--- src/rtl/srsw_pkg.sv ---
// ----------------------------------------------------------------------------
// srsw_pkg
// Shared types and constants of the selective-repeat sender window.
// ----------------------------------------------------------------------------
`default_nettype none

package srsw_pkg;

  // session limits
  localparam int MAX_FRAME_COUNT = 128;
  localparam int MAX_WINDOW      = 64;

  // field widths
  localparam int FRAME_W = 7;   // frame number
  localparam int BASE_W  = 8;   // window base, 0..frame_total
  localparam int TOTAL_W = 8;   // frame_total register
  localparam int WIN_W   = 7;   // window_length register
  localparam int CFG_W   = 8;   // widest register
  localparam int CMD_W   = 2;

  // command codes
  typedef enum logic [CMD_W-1:0] {
    CMD_SEND_ROUND = 2'd0,
    CMD_ACK        = 2'd1,
    CMD_RESTART    = 2'd2,
    CMD_UNUSED     = 2'd3
  } cmd_t;

  // register indexes
  typedef enum logic {
    REG_FRAME_TOTAL   = 1'b0,
    REG_WINDOW_LENGTH = 1'b1
  } reg_idx_t;

  // result kinds
  localparam logic KIND_FRAME  = 1'b0;
  localparam logic KIND_STATUS = 1'b1;

endpackage

`default_nettype wire

--- src/rtl/srsw_if.sv ---
// ----------------------------------------------------------------------------
// srsw channel interfaces
// Command request channel and result channel, valid/ready handshake.
// ----------------------------------------------------------------------------
`default_nettype none

interface srsw_in_if;
  import srsw_pkg::*;

  logic               valid;
  logic               ready;
  logic [CMD_W-1:0]   command;
  logic [FRAME_W-1:0] frame_id;

  modport source (output valid, command, frame_id, input ready);
  modport sink   (input valid, command, frame_id, output ready);
endinterface

interface srsw_out_if;
  import srsw_pkg::*;

  logic               valid;
  logic               ready;
  logic               item_kind;
  logic [FRAME_W-1:0] send_frame;
  logic [BASE_W-1:0]  window_base;
  logic               all_done;
  logic               ack_rejected;
  logic               config_invalid;
  logic               last_item;

  modport source (output valid, item_kind, send_frame, window_base, all_done,
                  ack_rejected, config_invalid, last_item, input ready);
  modport sink   (input valid, item_kind, send_frame, window_base, all_done,
                  ack_rejected, config_invalid, last_item, output ready);
endinterface

`default_nettype wire

--- src/rtl/selective_repeat_sender_window.sv ---
// Flow: a restart first clears all 128 bitmap entries and an ack slides the base, then
// a status is loaded; a send round loads its frames as it probes the window entries.
// Throughput: one request at a time, the next taken once the last result is loaded; one
// bitmap entry probed per cycle unless a frame waits on a stalled output (up to 64 per
// round, 128 per slide).
// Reset: synchronous active-low; bitmap clearing pass, base 0, frame_total 128, window 4.
// ----------------------------------------------------------------------------
// selective_repeat_sender_window
// Selective-repeat sender: window base, acknowledge bitmap, send rounds.
// ----------------------------------------------------------------------------
`default_nettype none

module selective_repeat_sender_window (
  input  wire                         clk,
  input  wire                         rst_n,
  input  wire                         cfg_we,
  input  wire                         cfg_index,
  input  wire [srsw_pkg::CFG_W-1:0]   cfg_data,
  srsw_in_if.sink                     in_ch,
  srsw_out_if.source                  out_ch
);
  import srsw_pkg::*;

  typedef enum logic [2:0] {
    ST_CLEAR,
    ST_IDLE,
    ST_DECODE,
    ST_SCAN,
    ST_FLUSH,
    ST_SLIDE,
    ST_REPORT
  } state_t;

  state_t             state_r, state_nxt;
  cmd_t               cmd_r, cmd_nxt;
  logic [FRAME_W-1:0] fid_r, fid_nxt;
  logic [BASE_W-1:0]  end_r, end_nxt;
  logic [BASE_W-1:0]  idx_r, idx_nxt;
  logic [FRAME_W-1:0] pend_r, pend_nxt;
  logic               pend_v_r, pend_v_nxt;
  logic [BASE_W-1:0]  base_r, base_nxt;
  logic               rej_r, rej_nxt;
  logic               inval_r, inval_nxt;
  logic [TOTAL_W-1:0] frame_total_r;
  logic [WIN_W-1:0]   window_length_r;

  logic               out_valid_r, out_valid_nxt;
  logic               out_kind_r, out_kind_nxt;
  logic [FRAME_W-1:0] out_frame_r, out_frame_nxt;
  logic [BASE_W-1:0]  out_base_r, out_base_nxt;
  logic               out_done_r, out_done_nxt;
  logic               out_rej_r, out_rej_nxt;
  logic               out_inval_r, out_inval_nxt;
  logic               out_last_r, out_last_nxt;

  logic               map_we;
  logic [FRAME_W-1:0] map_waddr;
  logic               map_wbit;
  logic [FRAME_W-1:0] map_raddr;
  logic               map_rbit;
  logic               probe_bit;
  logic [BASE_W-1:0]  ptr_sel;
  logic [BASE_W-1:0]  ptr_bound;
  logic [BASE_W-1:0]  ptr_inc;
  logic               ptr_lt;
  logic [BASE_W:0]    win_sum;
  logic               cfg_ok;
  logic               base_done;
  logic               out_free;

  // configuration registers
  always_ff @(posedge clk) begin
    if (!rst_n) begin
      frame_total_r   <= TOTAL_W'(MAX_FRAME_COUNT);
      window_length_r <= WIN_W'(4);
    end else if (cfg_we) begin
      unique case (reg_idx_t'(cfg_index))
        REG_FRAME_TOTAL:   frame_total_r   <= cfg_data;
        REG_WINDOW_LENGTH: window_length_r <= cfg_data[WIN_W-1:0];
      endcase
    end
  end

  // register sanity
  assign cfg_ok = (frame_total_r != '0)
               && (frame_total_r <= TOTAL_W'(MAX_FRAME_COUNT))
               && (window_length_r != '0)
               && (window_length_r <= WIN_W'(MAX_WINDOW))
               && ({1'b0, window_length_r} <= frame_total_r);

  assign base_done = (base_r >= frame_total_r);
  assign win_sum   = {1'b0, base_r} + {2'b00, window_length_r};
  assign out_free  = !out_valid_r || out_ch.ready;

  // shared pointer unit: step for clear, compare and step for scan and slide
  assign ptr_sel   = (state_r == ST_SLIDE) ? base_r : idx_r;
  assign ptr_bound = (state_r == ST_SLIDE) ? frame_total_r : end_r;
  assign ptr_lt    = (ptr_sel < ptr_bound);
  assign ptr_inc   = ptr_sel + BASE_W'(1);

  // read address runs one step ahead so the data lines up with the pointer
  assign map_raddr = (state_nxt == ST_SLIDE) ? base_nxt[FRAME_W-1:0]
                                             : idx_nxt[FRAME_W-1:0];

  // the frame just acknowledged may still read back as clear on the first slide probe
  assign probe_bit = map_rbit
                  || ((state_r == ST_SLIDE) && (base_r[FRAME_W-1:0] == fid_r));

  srsw_map #(
    .DATA_W (1),
    .DEPTH  (MAX_FRAME_COUNT)
  ) u_map (
    .clk     (clk),
    .wr_en   (map_we),
    .wr_addr (map_waddr),
    .wr_data (map_wbit),
    .rd_addr (map_raddr),
    .rd_data (map_rbit)
  );

  // sequencer
  always_comb begin
    state_nxt     = state_r;
    cmd_nxt       = cmd_r;
    fid_nxt       = fid_r;
    end_nxt       = end_r;
    idx_nxt       = idx_r;
    pend_nxt      = pend_r;
    pend_v_nxt    = pend_v_r;
    base_nxt      = base_r;
    rej_nxt       = rej_r;
    inval_nxt     = inval_r;
    map_we        = 1'b0;
    map_waddr     = fid_r;
    map_wbit      = 1'b0;
    out_valid_nxt = out_valid_r && !out_ch.ready;
    out_kind_nxt  = out_kind_r;
    out_frame_nxt = out_frame_r;
    out_base_nxt  = out_base_r;
    out_done_nxt  = out_done_r;
    out_rej_nxt   = out_rej_r;
    out_inval_nxt = out_inval_r;
    out_last_nxt  = out_last_r;

    unique case (state_r)
      // clearing pass over the bitmap, after reset and on restart
      ST_CLEAR: begin
        map_we    = 1'b1;
        map_waddr = idx_r[FRAME_W-1:0];
        map_wbit  = 1'b0;
        idx_nxt   = ptr_inc;
        if (idx_r[FRAME_W-1:0] == '1) begin
          state_nxt = (cmd_r == CMD_RESTART) ? ST_REPORT : ST_IDLE;
        end
      end

      ST_IDLE: begin
        if (in_ch.valid) begin
          cmd_nxt   = cmd_t'(in_ch.command);
          fid_nxt   = in_ch.frame_id;
          // window end = min(base + window, total)
          end_nxt   = (win_sum < {1'b0, frame_total_r}) ? win_sum[BASE_W-1:0]
                                                        : frame_total_r;
          state_nxt = ST_DECODE;
        end
      end

      ST_DECODE: begin
        rej_nxt   = 1'b0;
        inval_nxt = 1'b0;
        if (!cfg_ok) begin
          inval_nxt = 1'b1;
          state_nxt = ST_REPORT;
        end else begin
          unique case (cmd_r)
            CMD_SEND_ROUND: begin
              if (base_done) begin
                state_nxt = ST_REPORT;
              end else begin
                idx_nxt    = base_r;
                pend_v_nxt = 1'b0;
                state_nxt  = ST_SCAN;
              end
            end
            CMD_ACK: begin
              if (base_done || ({1'b0, fid_r} < base_r) || ({1'b0, fid_r} >= end_r)) begin
                rej_nxt   = 1'b1;
                state_nxt = ST_REPORT;
              end else begin
                map_we    = 1'b1;
                map_waddr = fid_r;
                map_wbit  = 1'b1;
                state_nxt = ST_SLIDE;
              end
            end
            CMD_RESTART: begin
              base_nxt  = '0;
              idx_nxt   = '0;
              state_nxt = ST_CLEAR;
            end
            CMD_UNUSED: begin
              state_nxt = ST_REPORT;
            end
          endcase
        end
      end

      // walk the window, holding one frame back to mark the last
      ST_SCAN: begin
        if (!ptr_lt) begin
          state_nxt = pend_v_r ? ST_FLUSH : ST_REPORT;
        end else if (probe_bit) begin
          idx_nxt = ptr_inc;
        end else if (!pend_v_r) begin
          pend_nxt   = idx_r[FRAME_W-1:0];
          pend_v_nxt = 1'b1;
          idx_nxt    = ptr_inc;
        end else if (out_free) begin
          out_valid_nxt = 1'b1;
          out_kind_nxt  = KIND_FRAME;
          out_frame_nxt = pend_r;
          out_base_nxt  = base_r;
          out_done_nxt  = 1'b0;
          out_rej_nxt   = 1'b0;
          out_inval_nxt = 1'b0;
          out_last_nxt  = 1'b0;
          pend_nxt      = idx_r[FRAME_W-1:0];
          idx_nxt       = ptr_inc;
        end
      end

      ST_FLUSH: begin
        if (out_free) begin
          out_valid_nxt = 1'b1;
          out_kind_nxt  = KIND_FRAME;
          out_frame_nxt = pend_r;
          out_base_nxt  = base_r;
          out_done_nxt  = 1'b0;
          out_rej_nxt   = 1'b0;
          out_inval_nxt = 1'b0;
          out_last_nxt  = 1'b1;
          state_nxt     = ST_IDLE;
        end
      end

      // slide the base over acknowledged frames
      ST_SLIDE: begin
        if (ptr_lt && probe_bit) begin
          base_nxt = ptr_inc;
        end else begin
          state_nxt = ST_REPORT;
        end
      end

      ST_REPORT: begin
        if (out_free) begin
          out_valid_nxt = 1'b1;
          out_kind_nxt  = KIND_STATUS;
          out_frame_nxt = '0;
          out_base_nxt  = base_r;
          out_done_nxt  = !inval_r && base_done;
          out_rej_nxt   = rej_r;
          out_inval_nxt = inval_r;
          out_last_nxt  = 1'b1;
          state_nxt     = ST_IDLE;
        end
      end

      default: begin
        state_nxt = ST_IDLE;
      end
    endcase
  end

  // state and registered outputs
  always_ff @(posedge clk) begin
    if (!rst_n) begin
      state_r     <= ST_CLEAR;
      cmd_r       <= CMD_SEND_ROUND;
      idx_r       <= '0;
      base_r      <= '0;
      pend_v_r    <= 1'b0;
      out_valid_r <= 1'b0;
    end else begin
      state_r     <= state_nxt;
      cmd_r       <= cmd_nxt;
      idx_r       <= idx_nxt;
      base_r      <= base_nxt;
      pend_v_r    <= pend_v_nxt;
      out_valid_r <= out_valid_nxt;
    end
    fid_r       <= fid_nxt;
    end_r       <= end_nxt;
    pend_r      <= pend_nxt;
    rej_r       <= rej_nxt;
    inval_r     <= inval_nxt;
    out_kind_r  <= out_kind_nxt;
    out_frame_r <= out_frame_nxt;
    out_base_r  <= out_base_nxt;
    out_done_r  <= out_done_nxt;
    out_rej_r   <= out_rej_nxt;
    out_inval_r <= out_inval_nxt;
    out_last_r  <= out_last_nxt;
  end

  // channel ports
  assign in_ch.ready           = (state_r == ST_IDLE);
  assign out_ch.valid          = out_valid_r;
  assign out_ch.item_kind      = out_kind_r;
  assign out_ch.send_frame     = out_frame_r;
  assign out_ch.window_base    = out_base_r;
  assign out_ch.all_done       = out_done_r;
  assign out_ch.ack_rejected   = out_rej_r;
  assign out_ch.config_invalid = out_inval_r;
  assign out_ch.last_item      = out_last_r;

endmodule

`default_nettype wire

--- src/rtl/srsw_map.sv ---
// ----------------------------------------------------------------------------
// srsw_map
// Generic RAM: one write port, one read port with registered read data.
// ----------------------------------------------------------------------------
`default_nettype none

module srsw_map #(
  parameter int DATA_W = 1,
  parameter int DEPTH  = 128
) (
  input  wire                      clk,
  input  wire                      wr_en,
  input  wire [$clog2(DEPTH)-1:0]  wr_addr,
  input  wire [DATA_W-1:0]         wr_data,
  input  wire [$clog2(DEPTH)-1:0]  rd_addr,
  output logic [DATA_W-1:0]        rd_data
);

  logic [DATA_W-1:0] mem_r [DEPTH];
  logic [DATA_W-1:0] rd_data_r;

  // write, and read of the old contents on the same edge
  always_ff @(posedge clk) begin
    if (wr_en) begin
      mem_r[wr_addr] <= wr_data;
    end
    rd_data_r <= mem_r[rd_addr];
  end

  assign rd_data = rd_data_r;

endmodule

`default_nettype wire

--- src/flat_wrapper.sv ---
// flat-port wrapper written by rule: the top's interface ports become plain ports
module selective_repeat_sender_window_flat import srsw_pkg::*;
  (clk, rst_n, cfg_we, cfg_index, cfg_data, in_ch_valid, in_ch_command, in_ch_frame_id, in_ch_ready, out_ch_valid, out_ch_item_kind, out_ch_send_frame, out_ch_window_base, out_ch_all_done, out_ch_ack_rejected, out_ch_config_invalid, out_ch_last_item, out_ch_ready);
  srsw_in_if in_ch_i ();
  srsw_out_if out_ch_i ();
  input  wire clk;
  input  wire rst_n;
  input  wire cfg_we;
  input  wire cfg_index;
  input  wire [srsw_pkg::CFG_W-1:0] cfg_data;
  input wire logic [$bits(in_ch_i.valid)-1:0] in_ch_valid;
  input wire logic [$bits(in_ch_i.command)-1:0] in_ch_command;
  input wire logic [$bits(in_ch_i.frame_id)-1:0] in_ch_frame_id;
  output wire logic [$bits(in_ch_i.ready)-1:0] in_ch_ready;
  output wire logic [$bits(out_ch_i.valid)-1:0] out_ch_valid;
  output wire logic [$bits(out_ch_i.item_kind)-1:0] out_ch_item_kind;
  output wire logic [$bits(out_ch_i.send_frame)-1:0] out_ch_send_frame;
  output wire logic [$bits(out_ch_i.window_base)-1:0] out_ch_window_base;
  output wire logic [$bits(out_ch_i.all_done)-1:0] out_ch_all_done;
  output wire logic [$bits(out_ch_i.ack_rejected)-1:0] out_ch_ack_rejected;
  output wire logic [$bits(out_ch_i.config_invalid)-1:0] out_ch_config_invalid;
  output wire logic [$bits(out_ch_i.last_item)-1:0] out_ch_last_item;
  input wire logic [$bits(out_ch_i.ready)-1:0] out_ch_ready;
  assign in_ch_i.valid = in_ch_valid;
  assign in_ch_i.command = in_ch_command;
  assign in_ch_i.frame_id = in_ch_frame_id;
  assign in_ch_ready = in_ch_i.ready;
  assign out_ch_valid = out_ch_i.valid;
  assign out_ch_item_kind = out_ch_i.item_kind;
  assign out_ch_send_frame = out_ch_i.send_frame;
  assign out_ch_window_base = out_ch_i.window_base;
  assign out_ch_all_done = out_ch_i.all_done;
  assign out_ch_ack_rejected = out_ch_i.ack_rejected;
  assign out_ch_config_invalid = out_ch_i.config_invalid;
  assign out_ch_last_item = out_ch_i.last_item;
  assign out_ch_i.ready = out_ch_ready;
  selective_repeat_sender_window u_core (.clk(clk), .rst_n(rst_n), .cfg_we(cfg_we), .cfg_index(cfg_index), .cfg_data(cfg_data), .in_ch(in_ch_i), .out_ch(out_ch_i));
endmodule
--- config.mk ---
export PLATFORM = sky130hd
export DESIGN_NAME = selective_repeat_sender_window_flat
export DESIGN_NICKNAME = d
export VERILOG_FILES = /design/src/rtl/srsw_pkg.sv /design/src/rtl/srsw_if.sv /design/src/rtl/selective_repeat_sender_window.sv /design/src/rtl/srsw_map.sv /design/src/flat_wrapper.sv
export SDC_FILE = /design/constraint.sdc
export NUM_CORES = 1
export LEC_CHECK = 0
export BUFFER_PORTS_ARGS = -buffer_cell sky130_fd_sc_hd__buf_4
export CORE_MARGIN = 2
export CORE_UTILIZATION = 50
export CTS_CLUSTER_DIAMETER = 40
export CTS_CLUSTER_SIZE = 28
export DETAILED_ROUTE_END_ITERATION = 12
export GPL_ROUTABILITY_DRIVEN = 1
export PLACE_DENSITY = 0.67
export SLEW_MARGIN = 20
export SYNTH_ARGS = -nofsm -noshare
export SYNTH_HDL_FRONTEND = slang
export SYNTH_SLANG_ARGS = --single-unit
--- constraint.sdc ---
create_clock -name clk -period 13.21 [get_ports clk]
set_clock_uncertainty 0.05 [all_clocks]
set_input_delay 2.642 -clock clk [delete_from_list [all_inputs] [get_ports clk]]
set_output_delay 2.642 -clock clk [all_outputs]
set_load 0.02 [all_outputs]
Yosys cells after proc, flatten, opt, wreduce, memory -nomap -nowiden
Memories as Yosys holds them, arrays and structs flattened. A register that Yosys moved wholly into a read port is not among the register bits.
Cells that the tools add are included.
{"block": "word_totals", "ff_bits": 82, "ram_bits": 128, "out_inout_bits": 22, "word_cells": 189, "n_memories": 1}
{"block": "op_classes", "add_sub_neg": 2, "magnitude_cmp": 8, "eq_ne": 27, "mux": 91, "n_bitwise": 2, "reduce_logical": 36}
{"memory": "u_core.u_map.mem_r", "depth": 128, "width": 1, "rd": 1, "rd_ports_with_merged_regs": 1, "wr": 1, "line": "srsw_map.sv:19", "source": "logic [DATA_W-1:0] mem_r [DEPTH];"}
{"cell": "8-bit two-way mux", "count": 16}
{"cell": "7-bit two-way mux", "count": 9}
{"cell": "8-bit case mux with 2 select lines", "count": 3}
{"cell": "1-bit two-way mux", "count": 41}
{"cell": "3-bit two-way mux", "count": 8}
{"cell": "8-bit case mux with 3 select lines", "count": 1}
{"cell": "7-bit case mux with 3 select lines", "count": 1}
{"cell": "3-bit case mux with 6 select lines", "count": 1}
{"cell": "6-bit AND reduction", "count": 3}
{"cell": "2-bit by 1-bit inequality test with 1-bit output (second input constant)", "count": 7}
{"cell": "3-bit equality test (second input constant)", "count": 4}
{"cell": "1-bit case mux with 3 select lines", "count": 4}
{"cell": "3-bit case mux with 4 select lines", "count": 1}
{"cell": "4-bit AND reduction", "count": 3}
{"cell": "2-bit inequality test (second input constant)", "count": 5}
{"cell": "8-bit by 7-bit adder with 9-bit output", "count": 1}
{"cell": "9-bit by 8-bit < comparator with 1-bit output", "count": 1}
{"cell": "8-bit by 1-bit adder with 8-bit output (second input constant)", "count": 1}
{"cell": "7-bit by 8-bit >= comparator with 1-bit output", "count": 1}
{"cell": "8-bit >= comparator", "count": 1}
{"cell": "7-bit by 8-bit less-or-equal comparator with 1-bit output", "count": 1}
{"cell": "8-bit less-or-equal comparator (second input constant)", "count": 1}
{"cell": "1-bit logical AND", "count": 8}
{"cell": "7-bit by 8-bit < comparator with 1-bit output", "count": 1}
{"cell": "other kinds (25)", "count": 43}

Logic depth before layout (Yosys ltp)
Gate-level depths: netlist of run 1.
{"block": "logic_depth", "ltp_word": 9, "mapped_depth": 25, "depth_no_buf": 17}

By module
A second synthesis of run 1 with hierarchy kept.
{"block": "unflattened", "cells_unflattened": 957, "area_unflattened_um2": 10973.0}
{"module": "srsw_map", "n_inst": 1, "cells_per_inst": 395, "area_per_inst_um2": 5719.2}
{"module": "selective_repeat_sender_window", "n_inst": 1, "cells_per_inst": 562, "area_per_inst_um2": 5253.8}

Worst setup path before layout of run 1
No wires, ideal clock.
{"block": "synth_timing", "path_type": "input port to flip-flop", "start": "in out_ch_ready", "end": "reg u_core.u_map.rd_data_r (netlist: u_core.u_map.rd_data), read port of u_core.u_map.mem_r", "arrival_time_ns": 5.741, "t_required_ns": 13.035, "slack_ns": 7.294, "stages": 14, "path_buffers": 2, "path_cell_list": "nor2b_1 o21ai_0 a221o_1 a31o_2 a311oi_1 or2_1 buf_2 buf_6 mux2i_1 nor2_1 a22o_1 or4_1 nand3_1 nand4_1"}
{"block": "synth_between", "elab_chain_cells": 7}
{"element": "start: declaration", "line": "flat_wrapper.sv:23", "source": "input wire logic [$bits(out_ch_i.ready)-1:0] out_ch_ready;"}
{"element": "1-bit logical OR *", "line": "selective_repeat_sender_window.sv:93", "source": "assign out_free = !out_valid_r || out_ch.ready;"}
{"element": "8-bit two-way mux", "line": "selective_repeat_sender_window.sv:218", "source": "end else if (out_free) begin"}
{"element": "8-bit two-way mux", "line": "selective_repeat_sender_window.sv:214", "source": "end else if (!pend_v_r) begin"}
{"element": "8-bit two-way mux", "line": "selective_repeat_sender_window.sv:212", "source": "end else if (probe_bit) begin"}
{"element": "8-bit two-way mux", "line": "selective_repeat_sender_window.sv:210", "source": "if (!ptr_lt) begin"}
{"element": "8-bit case mux with 3 select lines", "line": "selective_repeat_sender_window.sv:145", "source": "unique case (state_r)"}
{"element": "7-bit two-way mux *", "line": "selective_repeat_sender_window.sv:102", "source": "assign map_raddr = (state_nxt == ST_SLIDE) ? base_nxt[FRAME_W-1:0]"}
{"element": "end: declaration", "line": "srsw_map.sv:20", "source": "logic [DATA_W-1:0] rd_data_r;"}
Mark *: on every way between the ends. The rest lies on a longest branch, timed or not. The select of a mux whose other input is x is not followed.
A chain may end at the register's enable or synchronous reset.

Final worst setup path of run 1
Ends and elaborated chain as after synthesis.

==> summary.md, run 1 <==
| Metric | Value |
|---|---|
| Status | finished clean |
| R2R Path End | u_core.u_map.rd_data |
| Distinct cells, synth | just over 70 |
| Hold endpoint | u_core.idx_r[7] |
| Cell with the most instances after synthesis | edfxtp_1 |
| Synth Flop Type | edfxtp_1 |
| Nets | approximately 1200 |
| Mapped Avg Cell Area | 10.39 um^2 |
| Die Area | 24060 um^2 |
| Post-Syn Area | about 11000 um^2 |
| Root Driver | clkbuf_16 |
| # fillers | 1860 |
| Detail Placement HPWL | between 15 and 20 mm |
| Critical path type | input port to flip-flop |
| Global placement routability congestion | 0.9276 |
| Commonest cells in the netlist | edfxtp_1 (172), nor2_1 (165), nand2_1 (112) |
| Wirelength per Cell | 20.11 um |
| Initial core utilization | 50.75% |
| Total number of vias | 8718 |
| Cell row count | 55 |
| Vias in the first global route | 8223 |
| Initial antenna violation count | 0 |
| Setup TNS Final | 0 ns |
| I/O Buffers | 44 |
| HP Start | u_core.idx_r[7] |
| Hold-fix buffers, CTS | 0 |
| Global Route met2 Usage | 37.08% |
| Delay of the slowest critical-path stage | 0.91 ns |
| Diode count | 0 |
| Layout cells sized above 1 | 12.11% |
| Dominant cells by area after synthesis | edfxtp_1 (45%), dfxtp_1 (6.8%), mux2i_1 (5.6%) |
| Worst IR Drop VDD | 0.09383 mV |
| Gr ovfl total | 0 |
| Core ar. | ~23000 um^2 |
| Met3 Use GR | 4.708% |
| Inst Count DP | 1381 |
| Detail Route Antenna Nets | 0 |
| Worst-Margin Slew | around 1.1 ns |
| Minimum clock period | 7.057 ns |
| Register area | slightly below 6000 um^2 |
| Final hold slack | 0.4259 ns |
| Bufs and invs on worst path | 1 |
| Num CTS Buffers | 34 |
| Routed wire length | just under 30 mm |
| RSZ-0062 raised after global routing | no |
| Gr busiest metal | met2 |
| Pwr dens | 129.3 nW/um^2 |
| EDFF count, synth | about 170 |
| First-pass DRT Iterations | 6 |
| Reg-to-Reg Start | u_core.state_r[2] |
| CTS Buffer Depth | 3 |
| Synthesized flop and latch total | 211 |
| TritonCTS clock tree | built |
| GRT Overall Usage | between 20% and 30% |
| CTS sink cnt | about 210 |
| Ports | 45 |
| Area Growth Syn to Fin | 14.83% |
| Design Area, Final | around 13000 um^2 |
| Warnings, synthesis | 0 |
| Synth top area share | 45.23% |
| Worst slack, placed | 5.783 ns |
| Sequential share of the synthesized area | 52.07% |
| Hold depth | 2 |
| DP Area | 11960 um^2 |
| Worst endpoint data arrival time | 7.38 ns |
| Worst setup SP type | input port |
| GR met1 Demand/Resource | 35.36% |
| Crit path max fanout | 15 |
| Die X | about 160 um |
| Largest net degree at the start of global routing | 129 |
| Number of DRC markers in iteration 0 | 843 |
| Worst Hold Class | flip-flop to flip-flop |
| Worst-Skew Late Latency | 0.50 ns |
| Slowest cell on crit path | mux2i_1 |
| Chip Height | 155.1 um |
| Syn Inst Count | 1099 |
| Cell taking the most area after synthesis | edfxtp_1 |
| CTS HTree Levels | 2 |
| Max Fclk | 141.7 MHz |
| Slew Limit Fails | 0 |
| Final cell count without fillers | 1441 |
| Top delay family on crit path | simple AND/OR/NAND/NOR gates |
| Worst Path Required | 13.54 ns |
| Final worst setup slack | 6.153 ns |
| Async SR Flop Fraction | 0% |
| LEAKAGE | 4.756 nW |
| FF-to-FF path depth | 17 |
| Area of the multi-input gates | 5156 um^2 |
| First-pass GRT wire length | 45.56 mm |
| Cell Chain, Critical Path | buf_4 > nor2b_1 > o21ai_0 > a221o_1 > a31o_2 > a311oi_1 > or2_1 > mux2i_1 > nor2_1 > a22o_1 > or4_1 > nand3_1 > nand4_1 |
| Final Setup Violations | 0 |
| Start point of the critical path | out_ch_ready |
| Max-cap viol count | 0 |
| CTS clk-pin slew, worst paths | around 0.050 ns |
| Post CTS Setup Buffer Count | 0 |
| Final period util | roughly 53% |
| Syn Nets | 1174 |
| Post-CTS Resized | 0 |
| CP Capture Type | flip-flop |
| Via density | 6.050 |
| R2R Setup Slk | 7.10 ns |
| DR DRC count | 0 |
| Slew headroom | 24.44% |
| Final hold vios | 0 |
==> power breakdown <==
group / internal (W) / switching [W]
logic: 0.0000364 / 0.0000592
registers: 0.000715 / 0.00000659
clock network: 0.000565 / 0.000313
total: 0.00132 / 0.000379
==> metrics by stage <==
stage | total power [W] | util (%)
floorplan | 0.0007981 | -
global placement | 0.0008269 | 53.13
finish | 0.001696 | 58.28
detailed placement | 0.0008289 | 53.13
CTS | 0.001705 | 58.20
global route | 0.001740 | 58.28
==> area by class of cell <==
type,instances,area share [%]
Sequential cell,211,45.34
Multi-Input combinational cell,800,39.32
Clock buffer,41,7.404
Timing Repair Buffer,51,2.948
Tap cell,285,2.719
Clock inverter,19,1.298
Inverter,34,0.9732
==> per-layer routing <==
layer  part of all wire (%)  vias to the layer above
met5                      0                        -
met4                    2.7                        0
met3                    8.3                       68
met2                     44                      354
met1                     45                     4169
li1                       -                     4127
==> cells in the final DEF (no fill, tap or decap), drive strengths merged, types with 10 or more instances in the layout <==
cell type	Yosys	routed
edfxtp	172	172
nor2	165	165
nand2	112	112
mux2i	64	64
a21oi	51	51
ha	51	51
buf	13	51
nand3	46	46
clkbuf	41	41
inv	34	40
dfxtp	39	39
o21ai	37	37
nor3	22	22
nor2b	20	20
a21boi	17	17
mux2	16	16
and2	15	15
nand3b	13	13
nand4	12	12
nand2b	10	10
clkinv	0	10
==> cell families (layout without fill, tap and decap cells) <==
logic type               after synthesis  after routing  synth area share, %
flip-flops                           211            211                52.07
adder cells (fa/ha/maj)               52             52                5.763
AO/OA/AOI/OAI                        204            204                12.05
AND/OR/NAND/NOR                      450            450                18.28
multiplexers                          84             84                8.009
XOR/XNOR                              10             10               0.7670
buffers and inverters                 88            145                3.068
==> worst max path at each step <==
stage | slack [ns] | to | cells past startpoint
4_1_cts | 6.30 | u_core.u_map.rd_data | 13
2_1_floorplan | 7.29 | u_core.u_map.rd_data | 14
5_1_grt | 5.87 | u_core.u_map.rd_data | 13
3_3_place_gp | 5.90 | u_core.u_map.rd_data | 13
6_report | 6.15 | u_core.u_map.rd_data | 13
3_5_place_dp | 5.78 | u_core.u_map.rd_data | 13
==> worst register-to-register path: cells and delay by family, from the launching register on <==
family	cells	cell delay (ns)
simple gates	7	1.79
compound gates	5	1.36
buf+inv	2	0.99
mux	2	0.78
flops	1	0.69
fa+ha+maj	1	0.35
==> state kept, by name (all words and copies together) (netlist names) <==
name and cells:
u_core.idx_r 8, u_core.out_ch.send_frame 7, u_core.out_ch.item_kind 1, u_core.base_r 8, u_core.inval_r 1, u_core.out_ch.last_item 1
u_core.out_ch.config_invalid 1, u_core.end_r 8, u_core.cmd_r 2, u_core.pend_v_r 1, u_core.rej_r 1, u_core.out_ch.ack_rejected 1
u_core.frame_total_r 8, u_core.u_map.mem_r 128, u_core.state_r 3, u_core.u_map.rd_data 1, u_core.out_ch.all_done 1, u_core.fid_r 7
u_core.out_ch.window_base 8, u_core.out_ch.valid 1, u_core.window_length_r 7, u_core.pend_r 7
Power figures use the tool's default switching activity.
==> inputs of run 2 (changes only) <==
PLACE_DENSITY = 0.69   (was 0.67)
clock period = 5.7 ns   (was 13.21 ns; I/O delays follow)
==> run 2 against run 1 <==
Compared with the run above: combinational power grew 140%; cell count rose by 1.4%; first-iteration DRC count grew 11%; via count grew 1.2%; wire length increased by 4.7%; utilization up 0.36 points; power grew 120%; global-route usage up 1.1 points; largest power group unchanged.
==> summary.md, run 2 (synthesis results as in run 1) <==
| Metric | Value |
|---|---|
| Final Setup Violations | 0 |
| CTS clk-pin slew, worst paths | 0.06 ns |
| Bufs and invs on worst path | 3 |
| Vias in the first global route | 8637 |
| Clk pwr share | approximately 50% |
| Total number of vias | 8820 |
| Crit path max fanout | 20 |
| Worst-Skew Late Latency | 0.57 ns |
| Final period util | between 90% and 100% |
| Worst setup SP type | flip-flop |
| Int Pwr | 0.002879 W |
| Slew Limit Fails | 0 |
| Most frequent cells in the layout | edfxtp_1 (172), nor2_1 (165), nand2_1 (112) |
| FF-to-FF path depth | 16 |
| R2R Setup Slk | 0.35 ns |
| Via density | 6.037 |
| Core ar. | 22500 um^2 |
| Wirelength per Cell | about 21 um |
| Nets | 1227 |
| Minimum clock period | 5.354 ns |
| Worst Hold Class | flip-flop to flip-flop |
| Pwr dens | 288.1 nW/um^2 |
| Chip Height | 155.1 um |
| Number of DRC markers in iteration 0 | 938 |
| # fillers | 1908 |
| Routed wire length | 30.33 mm |
| Area Growth Syn to Fin | 15.55% |
| Worst IR Drop VDD | 0.2386 mV |
| Max-cap viol count | 0 |
| Die Area | 24060 um^2 |
| Root Driver | clkbuf_16 |
| Max Fclk | roughly 190 MHz |
| DR DRC count | 0 |
| Cell Chain, Critical Path | inv_1 > ha_1 > nand2b_1 > a2111oi_1 > o311ai_0 > nor4_1 > a311oi_1 > or2_1 > buf_4 > a31oi_4 > buf_4 > mux2_2 > a221oi_1 > o211ai_1 > nand4_1 > nand4_1 |
| First-pass GRT wire length | 48.11 mm |
| Net Switching | between 0.0009 and 0.001 W |
| Die X | 155.1 um |
| Post-CTS Resized | 0 |
| Combinational power share | about 6.1% |
| RSZ-0062 raised after global routing | no |
| Initial antenna violation count | 0 |
| Delay of the slowest critical-path stage | 0.63 ns |
| Top delay family on crit path | compound AO/OA/AOI/OAI gates |
| Layout cells sized above 1 | between 10% and 20% |
| Setup TNS Final | 0 ns |
| Worst-Margin Slew | 1.062 ns |
| First-pass DRT Iterations | 6 |
| LEAKAGE | between 4 and 5 nW |
| Post CTS Setup Buffer Count | 0 |
| Hold depth | 2 |
| Ports | 45 |
| Largest net degree at the start of global routing | 49 |
| Status | finished clean |
| HP Start | u_core.idx_r[7] |
| R2R Path End | u_core.u_map.rd_data |
| I/O Buffers | 44 |
| Worst slack, placed | 0.5129 ns |
| Critical path type | flip-flop to flip-flop |
| Gr ovfl total | 0 |
| Final hold vios | 0 |
| Reg-to-Reg Start | u_core.base_r[0] |
| Worst endpoint data arrival time | 5.75 ns |
| Most common library cell in the layout ignoring fill and taps | edfxtp_1 |
| Slowest cell on crit path | a2111oi_1 |
| Diode count | 0 |
| Initial core utilization | 50.75% |
| Final worst setup slack | 0.3458 ns |
| Switch share | 24.27% |
| CP Capture Type | flip-flop |
| Hold endpoint | u_core.idx_r[7] |
| Global placement routability congestion | about 0.94 |
| Cell row count | 55 |
| Sequential group share of total power | 43.9% |
| Hold-fix buffers, CTS | 0 |
| Reg with most FFs | u_core.u_map.mem_r |
| Slew headroom | around 29% |
| CTS HTree Levels | 1 |
| Detail Placement HPWL | 20.76 mm |
| Max reg flops | 128 |
| Design Area, Final | 13200 um^2 |
| CTS sink cnt | around 210 |
| Num CTS Buffers | 30 |
| Worst Path Required | 6.10 ns |
| GRT Overall Usage | 25.53% |
| DP Area | 12140 um^2 |
| CTS Buffer Depth | 3 |
| TritonCTS clock tree | built |
| Detail Route Antenna Nets | 0 |
run 2: cell count changes in the layout (fill, tap and decap cells not counted), sizes merged:
cell and delta:
clkinv -3, clkbuf -8, bufinv +1, buf +24, inv +2, clkinvlp +4
run 2: worst max path at each step:
| stage | startpoint | to | slack [ns] | cells past startpoint |
|---|---|---|---|---|
| after floorplan | u_core.state_r[2] | u_core.u_map.rd_data | 0.75 | 19 |
| after global placement | u_core.base_r[0] | u_core.u_map.rd_data | 0.60 | 16 |
| after detailed placement | u_core.base_r[0] | u_core.u_map.rd_data | 0.51 | 16 |
| after CTS | u_core.base_r[0] | u_core.u_map.rd_data | 0.50 | 16 |
| after global routing | u_core.base_r[0] | u_core.u_map.rd_data | 0.09 | 17 |
| final | u_core.base_r[0] | u_core.u_map.rd_data | 0.35 | 16 |
run 2: worst min-delay path, cell delays in order, from the launching register on:
cell	delay [ns]
dfxtp_1	0.31
nand2_1	0.05
a21boi_0	0.07
run 2: final cells by class:
| cell class | instances | area (um^2) | area share (%) |
|---|---|---|---|
| Clock buffer | 33 | 762.0 | 5.775 |
| Clock inverter | 23 | 280.3 | 2.124 |
| Inverter | 34 | 127.6 | 0.9672 |
| Multi-Input combinational cell | 800 | 5160 | 39.10 |
| Sequential cell | 211 | 5946 | 45.06 |
| Tap cell | 285 | 356.6 | 2.702 |
| Timing Repair Buffer | 75 | 563.0 | 4.267 |
run 2: power groups by stage:
stage	Clock (W)	Combinational (W)	Sequential, W
floorplan	0	0.000155	0.00169
global route	0.00197	0.000253	0.00167
global placement	0	0.000224	0.00170
CTS	0.00192	0.000229	0.00167
detailed placement	0	0.000228	0.00170
finish	0.00190	0.000233	0.00167
run 2: through the flow:
stage	hold WS, ns	utilization, %	instances	power [W]
after global routing	0.4724	58.64	1461	0.003897
after global placement	0.4196	53.93	1405	0.001926
final	0.4297	58.64	1461	0.003802
after floorplan	0.3564	-	1099	0.001850
after detailed placement	0.4218	53.93	1405	0.001930
after CTS	0.4284	58.56	1461	0.003816
run 2: layer usage:
metal  vias to the layer above  global-route usage (%)  share of wire [%]
met5                         -                       0                  0
met4                         0                   8.289                2.1
met3                        46                   4.540                8.5
met2                       417                   39.43                 45
met1                      4187                   36.72                 45
li1                       4170                       -                  -
==> inputs of run 3 (changes only) <==
CORE_UTILIZATION = 56   (was 50)
PLACE_DENSITY = 0.76   (was 0.69)
==> run 3 against run 2 <==
Compared with the run above: clock power rose by 2%; sequential power barely moved; utilization rose by 6.9 points; hold slack improved by 0.0028 ns; largest cell class unchanged; cell count fell by 1.5%; non-clock buffer count fell by 3; sequential share of layout area rose by 0.086 points; critical path depth did not move.
==> summary.md, run 3 (synthesis results as in run 1) <==
| Metric | Value |
|---|---|
| Final Setup Violations | 0 |
| CTS HTree Levels | 1 |
| Total number of vias | 8929 |
| Number of DRC markers in iteration 0 | about 950 |
| CP Capture Type | flip-flop |
| Worst Path Required | roughly 6.1 ns |
| I/O Buffers | 44 |
| RSZ-0062 raised after global routing | no |
| Via density | 6.205 |
| Gr ovfl total | 0 |
| Diode count | 0 |
| Core ar. | 20100 um^2 |
| Sequential group share of total power | a little over two fifths |
| Delay of the slowest critical-path stage | just over 0.6 ns |
| Ports | 45 |
| Die X | 146.8 um |
| Cell Chain, Critical Path | inv_1 > ha_1 > nand2b_1 > a2111oi_1 > o311ai_0 > nor4_1 > a311oi_1 > or2_1 > buf_4 > a31oi_4 > buf_4 > mux2i_1 > o22ai_1 > or4_1 > nand3_1 > nand4_1 |
| Final period util | 94.82% |
| First-pass DRT Iterations | 7 |
| Global placement routability congestion | just over 0.9 |
| Net Switching | 0.0009221 W |
| First-pass GRT wire length | 47.44 mm |
| Final Power | 0.003836 W |
| TritonCTS clock tree | built |
| Combinational power share | under 10% |
| Nets | 1222 |
| Setup TNS Final | 0 ns |
| Detail Route Antenna Nets | 0 |
| Worst endpoint data arrival time | 5.79 ns |
| Max-cap viol count | 0 |
| Num CTS Buffers | 28 |
| Chip Height | 146.8 um |
| Detail Placement HPWL | 20.70 mm |
| Int Pwr | approximately 0.0029 W |
| Switch share | about a quarter |
| Max Fclk | 185.0 MHz |
| Slew headroom | approximately a quarter |
| Critical path type | flip-flop to flip-flop |
| CTS Buffer Depth | 3 |
| Worst-Skew Late Latency | 0.56 ns |
| Crit path max fanout | 34 |
| Root Driver | clkbuf_16 |
| Post CTS Setup Buffer Count | 0 |
| Worst IR Drop VDD | between 0.2 and 0.3 mV |
| Most frequent cells in the layout | edfxtp_1 (172), nor2_1 (165), nand2_1 (112) |
| Worst-Margin Slew | roughly 1.1 ns |
| Most common library cell in the layout ignoring fill and taps | edfxtp_1 |
| Routed wire length | 30.03 mm |
| Initial antenna violation count | 0 |
| Cell row count | 52 |
| Slowest cell on crit path | a2111oi_1 |
| Final core occ | 65.51% |
| Die Area | 21550 um^2 |
| CTS clk-pin slew, worst paths | 0.06 ns |
| Worst Hold Class | flip-flop to flip-flop |
| LEAKAGE | roughly 4.8 nW |
| Worst setup SP type | flip-flop |
| Final hold vios | 0 |
| Initial core utilization | 56.80% |
| Layout cells sized above 1 | 13.52% |
| # fillers | 1604 |
| Status | finished clean |
| CTS sink cnt | 211 |
| Slew Limit Fails | 0 |
| GRT Overall Usage | 28.14% |
| Most used cell, CP | buf_4 |
| Pwr dens | 291.3 nW/um^2 |
| Clk pwr share | just over 50% |
| Largest net degree at the start of global routing | 64 |
| Post-CTS Resized | 0 |
| Area Growth Syn to Fin | 15.33% |
| Max reg flops | 128 |
| DR DRC count | 0 |
| Reg with most FFs | u_core.u_map.mem_r |
| Minimum clock period | 5.405 ns |
| Vias in the first global route | approximately 8500 |
| Hold-fix buffers, CTS | 0 |
| Wirelength per Cell | 20.87 um |
-- run 3: cell types whose count changed in the layout (fill, tap and decap cells not counted), moves of 3 or more --
cell,delta
clkinv_8,+3
clkbuf_1,-3
buf_4,-3
clkinvlp_4,-3
inv_6,+3
clkinv_2,-4
-- run 3: power by group through the flow --
| stage | Sequential [W] | Clock (W) | Combinational, W |
|---|---|---|---|
| final | 0.00167 | 0.00194 | 0.000229 |
| after floorplan | 0.00169 | 0 | 0.000155 |
| after global routing | 0.00167 | 0.00203 | 0.000247 |
| after CTS | 0.00167 | 0.00195 | 0.000224 |
| after global placement | 0.00170 | 0 | 0.000220 |
| after detailed placement | 0.00170 | 0 | 0.000223 |
-- run 3: final cells by class --
type / instances / area [um^2] / share of cell area (%)
Clock buffer: 28 / 700.7 / 5.320
Clock inverter: 24 / 365.4 / 2.774
Inverter: 34 / 127.6 / 0.9690
Multi-Input combinational cell: 800 / 5152 / 39.12
Sequential cell: 211 / 5946 / 45.15
Tap cell: 270 / 337.8 / 2.565
Timing Repair Buffer: 72 / 540.5 / 4.104
-- run 3: worst paths after layout --
check,depth (start not counted),slack [ns],to,startpoint
max,16,0.30,u_core.u_map.rd_data,u_core.base_r[0]
min,2,0.43,u_core.frame_total_r[2],u_core.frame_total_r[2]
min reg2reg,2,0.43,u_core.frame_total_r[2],u_core.frame_total_r[2]
max reg2reg,16,0.30,u_core.u_map.rd_data,u_core.base_r[0]
-- run 3: critical path: cells and delay by family, from the launching register on --
family / cells / cell delay (ns)
and+or+nand+nor: 6 / 1.66
AOI/OAI and AO/OA: 5 / 1.48
buffers and inverters: 3 / 0.91
DFF: 1 / 0.55
muxes: 1 / 0.32
adders and majority gates: 1 / 0.29
-- run 3: metrics by stage --
step	area, um^2	hold WS [ns]	cells	worst slack [ns]
after global routing	13170	0.4581	1439	0.03821
after global placement	12090	0.4215	1387	0.5687
after floorplan	11420	0.3564	1099	0.7494
final	13170	0.4325	1439	0.2952
after detailed placement	12090	0.4244	1387	0.4563
after CTS	13160	0.4357	1439	0.4289
-- run 3: metal layers --
| layer | part of all wire, % | track usage (%) | vias up |
|---|---|---|---|
| li1 | - | - | 4140 |
| met1 | 43 | 41.07 | 4257 |
| met2 | 45 | 43.59 | 457 |
| met3 | 9.4 | 4.845 | 75 |
| met4 | 2.4 | 8.107 | 0 |
| met5 | 0 | 0 | - |
